==> config.mk <==
export PLATFORM = sky130hd
export DESIGN_NAME = ers_ctrl
export DESIGN_NICKNAME = d
export VERILOG_FILES = /design/src/rtl/ers_pkg.sv /design/src/rtl/ers_ctrl.sv
export SDC_FILE = /design/constraint.sdc
export NUM_CORES = 1
export LEC_CHECK = 0
export ABC_AREA = 1
export BUFFER_PORTS_ARGS = -buffer_cell sky130_fd_sc_hd__buf_2
export CAP_MARGIN = 20
export CORE_AREA = 2 2 39 41
export CTS_CLUSTER_SIZE = 25
export DETAILED_ROUTE_END_ITERATION = 16
export DIE_AREA = 0 0 41 43
export GPL_TIMING_DRIVEN = 0
export MAX_ROUTING_LAYER = met4
export PLACE_DENSITY = 0.61
export SETUP_SLACK_MARGIN = 0.4
export SLEW_MARGIN = 20
export SYNTH_ARGS = -nofsm -noshare
export SYNTH_HDL_FRONTEND = slang
export SYNTH_SLANG_ARGS = --single-unit
==> constraint.sdc <==
create_clock -name clk -period 2.3 [get_ports clk]
set_input_delay 0.115 -clock clk [delete_from_list [all_inputs] [get_ports clk]]
set_output_delay 0.115 -clock clk [all_outputs]
set_load 0.02 [all_outputs]
==> src/rtl/ers_pkg.sv <==
`timescale 1ns / 1ps

package ers_pkg;

	localparam int MAX_PERIOD    = 255;
	localparam int SAMPLE_BITS   = 32;
	localparam int FRACTION_BITS = 16;

	localparam int CFG_W      = 8;
	localparam int ADDR_W     = $clog2(MAX_PERIOD + 1);
	localparam int RING_DEPTH = 1 << ADDR_W;
	localparam int PERIOD_W   = ADDR_W;
	localparam int SUM_W      = SAMPLE_BITS + ADDR_W + 1;
	localparam int RATIO_W    = FRACTION_BITS + 1;
	localparam int CNT_W      = $clog2(FRACTION_BITS + 1);

	localparam logic [CFG_W-1:0] PERIOD_RESET = CFG_W'(10);
	localparam logic [SAMPLE_BITS-1:0] SAMPLE_SIGN = {1'b1, {(SAMPLE_BITS - 1){1'b0}}};
	localparam logic [RATIO_W-1:0] RATIO_ONE = {1'b1, {FRACTION_BITS{1'b0}}};

	typedef struct packed {
		logic capture;
		logic update;
		logic rd_next;
		logic rd_oldest;
		logic calc;
		logic div_init;
		logic div_step;
		logic load_out;
	} ers_cmd_t;

	typedef struct packed {
		logic window_full;
		logic div_trivial;
		logic div_last;
	} ers_sts_t;

	// A period of zero acts as one; anything above MAX_PERIOD is clamped to it.
	function automatic logic [PERIOD_W-1:0] eff_period(input logic [CFG_W-1:0] per);
		if (per == '0) return PERIOD_W'(1);
		if (int'(per) > MAX_PERIOD) return PERIOD_W'(MAX_PERIOD);
		return PERIOD_W'(per);
	endfunction

	function automatic logic [SAMPLE_BITS-1:0] abs_diff(input logic [SAMPLE_BITS-1:0] a,
			input logic [SAMPLE_BITS-1:0] b);
		return (a >= b) ? (a - b) : (b - a);
	endfunction

endpackage

==> src/rtl/ers_ctrl.sv <==
`timescale 1ns / 1ps

module ers_ctrl (
	input  logic                clk,
	input  logic                arst_n,
	input  logic                in_valid,
	output logic                in_ready,
	output logic                out_valid,
	input  logic                out_ready,
	input  ers_pkg::ers_sts_t   sts,
	output ers_pkg::ers_cmd_t   cmd
);

	typedef enum logic [2:0] {
		S_IDLE,
		S_UPD,
		S_RD_A,
		S_RD_B,
		S_CALC,
		S_DINIT,
		S_DIV,
		S_FIN
	} state_t;

	state_t state_q;
	logic   out_valid_q;
	logic   load;

	assign in_ready  = (state_q == S_IDLE);
	assign out_valid = out_valid_q;
	// The result register is free when it is empty or its current result is being taken.
	assign load      = (state_q == S_FIN) && (!out_valid_q || out_ready);

	always_comb begin
		cmd           = '0;
		cmd.capture   = (state_q == S_IDLE) && in_valid;
		cmd.update    = (state_q == S_UPD);
		cmd.rd_next   = (state_q == S_RD_A);
		cmd.rd_oldest = (state_q == S_RD_B);
		cmd.calc      = (state_q == S_CALC);
		cmd.div_init  = (state_q == S_DINIT);
		cmd.div_step  = (state_q == S_DIV);
		cmd.load_out  = load;
	end

	always_ff @(posedge clk or negedge arst_n) begin
		if (!arst_n) begin
			state_q     <= S_IDLE;
			out_valid_q <= 1'b0;
		end else begin
			if (load) begin
				out_valid_q <= 1'b1;
			end else if (out_ready) begin
				out_valid_q <= 1'b0;
			end
			case (state_q)
				S_IDLE: begin
					if (in_valid) state_q <= S_UPD;
				end
				S_UPD: begin
					state_q <= sts.window_full ? S_RD_A : S_IDLE;
				end
				S_RD_A:  state_q <= S_RD_B;
				S_RD_B:  state_q <= S_CALC;
				S_CALC:  state_q <= S_DINIT;
				S_DINIT: begin
					state_q <= sts.div_trivial ? S_FIN : S_DIV;
				end
				S_DIV: begin
					if (sts.div_last) state_q <= S_FIN;
				end
				S_FIN: begin
					if (load) state_q <= S_IDLE;
				end
				default: state_q <= S_IDLE;
			endcase
		end
	end

endmodule

# [Word-level counts from Yosys, hierarchy flattened]
# Index checks and enable logic that the tools add are counted.
[word_totals] output_inout_bits=10 inputBits=7 word_cells=27 reg_bits=4
[op_classes] reduce_logical=7 n_mux=8 n_eq_ne=10
[ops] operator="$pmux 3 s8" count=1
[ops] operator="$eq 3x3->1 const B" count=4
[ops] operator="$mux 3" count=3
[ops] operator="$eq 3x2->1 const B" count=2
[ops] operator="$ne 2x2->1 const B" count=3
[ops] operator="$eq 3x1->1 const B" count=1
[ops] operator="$logic_not 3->1" count=1
[ops] operator="$mux 1" count=3
[ops] operator="$reduce_and 3->1" count=1
[ops] operator="$logic_and 1x1->1" count=2
[ops] operator="$mux 2" count=1
[ops] operator="$reduce_bool 2->1" count=1
[ops] operator="$logic_not 1->1" count=1
[ops] operator="$logic_or 1x1->1" count=1

# [Longest topological paths before layout]
# Gate-level depths: netlist of the first run.
[depth] ltp_word=5 mapped_depth=6 depth_no_buf=5

# [Worst setup path before layout of the first run]
# Ideal clock, no wire load.
[synth_timing] path_kind="flip-flop to output port" startpoint="register state_q[0]" endpoint="output cmd[7] in the netlist's numbering" path_buffers=1 required_ns=2.185 stages_incl_launch_ff=5 setup_slack_ns=1.216 arrival_ns=0.969 cell_sequence="dfrtp_1 buf_6 nor2_2 nand2_1 nor2_1"
[synth_rtl] element="from (decl)" line="ers_ctrl.sv:25" source="state_t state_q;"
[synth_rtl] element="from (signal assigned)" line="ers_ctrl.sv:61" source="state_q <= sts.window_full ? S_RD_A : S_IDLE;"
[synth_rtl] element="from (signal assigned)" line="ers_ctrl.sv:67" source="state_q <= sts.div_trivial ? S_FIN : S_DIV;"
[synth_rtl] element="to (decl)" line="ers_ctrl.sv:11" source="output ers_pkg::ers_cmd_t cmd"

==> impl_metrics.json, run 1 <==
{
  "fp.dieH_microns": 43,
  "crit_path_end_kind": "output port",
  "cp_cell_sequence": "buf_6 > nor2_2 > nand2_1 > nor2_1 > buf_2",
  "dr_total_vias": 359,
  "irDropWorstVdd_v": 0.000530,
  "grt_antenna_before_repair": 0,
  "dpl.hpwl_microns": 583,
  "clk_latency_ns": 0.23,
  "num_io_pins": 17,
  "rsz0062_at_grt": "false",
  "dieArea_sq_um": 1760,
  "maxSlewViolCount": 0,
  "cpPeakStageDelay_ns": 0.36,
  "rows": 14,
  "grt_pass1_wl_microns": 1060,
  "drive_above_1_share": 0.479,
  "syn-num-nets": 60,
  "cts_tree": "built",
  "arrival_ns": 1.19,
  "initial_core_util": 0.269,
  "reg2reg_depth": 5,
  "setup_tns_ns": 0,
  "cts_buffers": 3,
  "cp-start-kind": "flop",
  "cts_buffer_depth": 2,
  "htreeDepth": 1,
  "finalHoldViolCount": 0,
  "rr_startpoint": "state_q[1]",
  "path_clk_slew_ns": 0.04,
  "synth_cell_types": 19,
  "grt_max_degree": 10,
  "ys_ff_latch": 4,
  "core_area_sq_um": 1380,
  "viasPerCell": 4.03,
  "p_leak_nw": 0.311,
  "root_buffer": "clkbuf_4",
  "worstMarginPinSlew_ns": 0.169,
  "period_needed_ns": 1.30,
  "drc": 0,
  "placed_area_sq_um": 472,
  "ant_nets": 0,
  "syn_area_sq_um": 372,
  "avgSynthCellArea_sq_um": 7.01,
  "hp-class": "input pin to async pin",
  "power.total_mw": 0.717,
  "drt-total-wl_microns": 734,
  "gp_congestion": 0.780,
  "antennaDiodeCount": 0,
  "yosysSeqAreaShare": 0.269,
  "slowest_stage": "dfrtp_1",
  "slew_headroom": 0.887,
  "yosys-top-cells-area": "dfrtp_1 27%, nand2_1 11%, nor2_1 9.1%",
  "die_w_microns": 41,
  "cap_violations": 0,
  "fin_area_sq_um": 504,
  "finalCritPeriodShare": 0.566,
  "path_class": "flop to output port",
  "rrSetupSlack_ns": 1.29,
  "cts_sinks": 4,
  "setup_violations": 0,
  "worstPathRequired_ns": 2.18,
  "r2r-end": "state_q[1]",
  "clock.fmax_mhz": 768,
  "yosysWarnings": 0,
  "num-fill-cells": 158,
  "synth_largest_area_cell": "dfrtp_1",
  "routedWlPerCell_microns": 8.25,
  "grt_pass1_vias": 269,
  "first_pass_iters": 4,
  "grt_overflow": 0,
  "outcome": "finished, final reports clean",
  "netlist_instances": 53,
  "critPathMaxFanout": 8,
  "synth_top_area_frac": 0.269,
  "numPortBuffers": 16,
  "area_delta_synth_final_pct": 35.7,
  "grt_use_total": 0.0970,
  "layout_common_cells": "16 x buf_2, 11 x nand2_1, 9 x nor2_1",
  "skew_ns": 0.000286,
  "power_density_nw_per_um2": 1420,
  "drt-initial-drc-count": 11,
  "final_common_cell": "buf_2",
  "fin_nets": 82
}
==> worst max path at each step <==
stage / end / start / slack (ns)
after floorplan: cmd[7] / state_q[0] / 1.22
after global placement: cmd[7] / state_q[0] / 1.25
after detailed placement: cmd[7] / state_q[0] / 1.24
after CTS: cmd[7] / state_q[0] / 0.98
after global routing: cmd[7] / state_q[0] / 0.91
final: cmd[7] / state_q[0] / 1.0
==> what timing repair did <==
action                                 4_1_cts  5_1_grt
buffers inserted                             0        0
hold buffers                                 1        0
endpoints found under the hold margin        4        0
gates resized for setup                      0        0
==> through the flow <==
stage                     std cells  setup slack [ns]  hold slack, ns  utilization
after global routing             89             0.907           0.218        0.364
after floorplan                  53              1.22          -0.181            -
after detailed placement         85              1.24         -0.0791        0.341
after CTS                        89             0.977           0.211        0.364
final                            89             0.998           0.210        0.364
after global placement           85              1.25         -0.0766        0.341
==> flip-flops by register name, indices dropped and copies added, names as in the netlist <==
name and cells:
state_q 3, out_valid 1
==> Yosys cell counts (all sizes together) <==
cell and n:
nand4 1, a21oi 2, nor2 12, o21ai 2, nand3 4, dfrtp 4, buf 4, nand2 11
inv 12, nand3b 1
==> layout make-up <==
type / instances / area [sq um] / area share
inverters: 12 / 47.5 / 0.0943
well taps: 16 / 20.0 / 0.0397
plain buffers: 4 / 41.3 / 0.0819
repair buffers: 17 / 90.1 / 0.179
flip-flops and latches: 4 / 100 / 0.199
clock buffers: 3 / 22.5 / 0.0447
multi-input cells: 33 / 183 / 0.362
==> layer usage <==
layer / share of wire / vias up / track usage
met5: 0 / - / -
met4: 0.0095 / 0 / 0.0800
met3: 0.095 / 2 / 0.0471
met2: 0.45 / 15 / 0.122
met1: 0.44 / 144 / 0.110
li1: - / 198 / -
==> critical path: cells and delay by family (launching register included) <==
kind / cells / cell delay [ns]
buf+inv: 2 / 0.30
flops: 1 / 0.36
simple gates: 3 / 0.29
==> kinds of logic (layout without fill, tap and decap cells) <==
kind of cell,Yosys count,count (layout),synth area share
and+or+nand+nor,29,29,0.418
buffers and inverters,16,36,0.239
AOI/OAI and AO/OA,4,4,0.0741
DFF,4,4,0.269
==> report_power, final <==
part | switching, mW | internal [mW]
logic | 0.321 | 0.187
registers | 0.0146 | 0.106
clock network | 0.0293 | 0.0584
total | 0.365 | 0.352
No activity file was read; power rests on OpenSTA's default activity.
==> inputs of run 2 (changes only) <==
==> constraint.sdc (replaced) <==
create_clock -name clk -period 1.2 [get_ports clk]
set_input_delay 0.06 -clock clk [delete_from_list [all_inputs] [get_ports clk]]
set_output_delay 0.06 -clock clk [all_outputs]
set_load 0.02 [all_outputs]
==> run 2 against run 1 <==
The flow now finishes with violations (setup timing). Sequential power grew 100%. Via count up 21%. Cell count rose by 16%. Clock skew rose by 0.0076 ns. Wire length up 33%. Sequential share of layout area decreased by 7.3 points. Die area did not move. Total power grew to 3.2 times the previous value. Register-to-register slack worse by 1.2 ns. Critical endpoint unchanged.
==> impl_metrics.json, run 2 (synthesis results as in run 1) <==
{
  "cts_buffer_depth": 2,
  "grt_pass1_vias": 395,
  "hp-class": "input pin to async pin",
  "cts_tree": "built",
  "grt_pass1_wl_microns": 1550,
  "multi_input_area_sq_um": 290,
  "gp_congestion": 0.676,
  "power_frac_seq": 0.106,
  "final_cells": 103,
  "cp-start-kind": "flop",
  "antennaDiodeCount": 0,
  "initial_core_util": 0.269,
  "slowest_stage": "dfrtp_1",
  "rows": 14,
  "reg2reg_depth": 6,
  "largest_reg_flops": 3,
  "fin_nets": 95,
  "fin_area_sq_um": 805,
  "cap_violations": 0,
  "routedWlPerCell_microns": 9.49,
  "grt_antenna_before_repair": 0,
  "drive_above_1_share": 0.782,
  "fp.dieH_microns": 43,
  "setup_violations": 1,
  "maxSlewViolCount": 0,
  "final_common_cell": "buf_6",
  "cts_sinks": 4,
  "skew_ns": 0.00791,
  "grt_max_degree": 9,
  "crit_path_end_kind": "output port",
  "power_frac_comb": 0.812,
  "regMostFlops": "state_q",
  "viasPerCell": 4.20,
  "dieArea_sq_um": 1760,
  "cp_cell_sequence": "buf_6 > nor2_4 > nand2_2 > nor2_4 > buf_6",
  "irDropWorstVdd_v": 0.00110,
  "grt_overflow": 0,
  "rsz0062_at_grt": "true",
  "numPortBuffers": 16,
  "worstPathRequired_ns": 1.14,
  "slew_headroom": 0.898,
  "drt-total-wl_microns": 977,
  "finalCritPeriodShare": 1.00,
  "worstMarginPinSlew_ns": 0.153,
  "drc": 0,
  "p_sw_frac": 0.464,
  "layout_common_cells": "19 x buf_6, 9 x nor2_4, 8 x buf_4",
  "register_area_sq_um": 101,
  "path_class": "flop to output port",
  "drt-initial-drc-count": 6,
  "post-place-ws_ns": 0.178,
  "area_delta_synth_final_pct": 116,
  "core_area_sq_um": 1380,
  "p_sw_mw": 1.07,
  "num-fill-cells": 119,
  "final_core_util": 0.581,
  "period_needed_ns": 1.20,
  "clock.fmax_mhz": 832,
  "worst_slack_ns": -0.00226,
  "p_leak_nw": 0.416,
  "root_buffer": "clkbuf_4",
  "grt_use_total": 0.135,
  "critPathMaxFanout": 7,
  "htreeDepth": 1,
  "num_io_pins": 17,
  "dp.cells": 85,
  "p_int_mw": 1.24,
  "clk_latency_ns": 0.24,
  "outcome": "complete, but fails checks",
  "arrival_ns": 1.14,
  "power_density_nw_per_um2": 2870,
  "cpPeakStageDelay_ns": 0.36,
  "ant_nets": 0,
  "path_clk_slew_ns": 0.04,
  "first_pass_iters": 2,
  "die_w_microns": 41,
  "p_clk_frac": 0.082,
  "placed_area_sq_um": 518,
  "violations": "setup timing",
  "dpl.hpwl_microns": 574,
  "finalHoldViolCount": 0,
  "holdWs_ns": 0.153,
  "cts_buffers": 3,
  "dr_total_vias": 433
}
[run 2: final timing paths]
check,startpoint,end,slack [ns]
setup / recovery,state_q[1],cmd[7],-0.002
hold / removal,arst_n,state_q[0],0.15
setup reg to reg,state_q[0],state_q[1],0.13
hold reg to reg,out_valid,out_valid,0.66
max in group asynchronous,arst_n,out_valid,0.92
min in group clk,sts[1],state_q[0],0.17
[run 2: critical path, delay by kind of cell, from the launching register on]
kind / cells / cell delay (ns)
flops: 1 / 0.36
simple gates: 3 / 0.28
buf+inv: 2 / 0.26
[run 2: what timing repair did]
item,CTS,global route
hold buffers,1,0
buffers inserted,7,6
endpoints found under the setup margin,13,14
gates resized for setup,34,11
pin swaps,9,5
hold endpoints to repair,4,0
[run 2: layout make-up]
class / instances / area share
inverters: 12 / 0.0653
repair buffers: 30 / 0.334
multi-input cells: 33 / 0.361
plain buffers: 4 / 0.0560
flip-flops and latches: 4 / 0.126
well taps: 16 / 0.0249
clock buffers: 4 / 0.0327
[run 2: routing by layer]
layer,track usage,vias to the layer above,share of wire
met5,-,-,0
met4,0.0800,0,0.017
met3,0.0157,2,0.017
met2,0.231,9,0.57
met1,0.136,198,0.39
li1,-,224,-
[run 2: stage by stage]
step	setup TNS, ns	power, mW
CTS	-0.0275	2.06
global route	-0.215	2.47
global placement	0	1.36
finish	-0.00226	2.31
detailed placement	0	1.37
floorplan	0	1.15
[run 2: power by group through the flow]
stage	sequential, mW	clock, mW	combinational, mW
finish	0.245	0.189	1.87
global route	0.250	0.213	2.00
CTS	0.240	0.194	1.62
detailed placement	0.238	0	1.13
global placement	0.238	0	1.13
floorplan	0.256	0	0.894
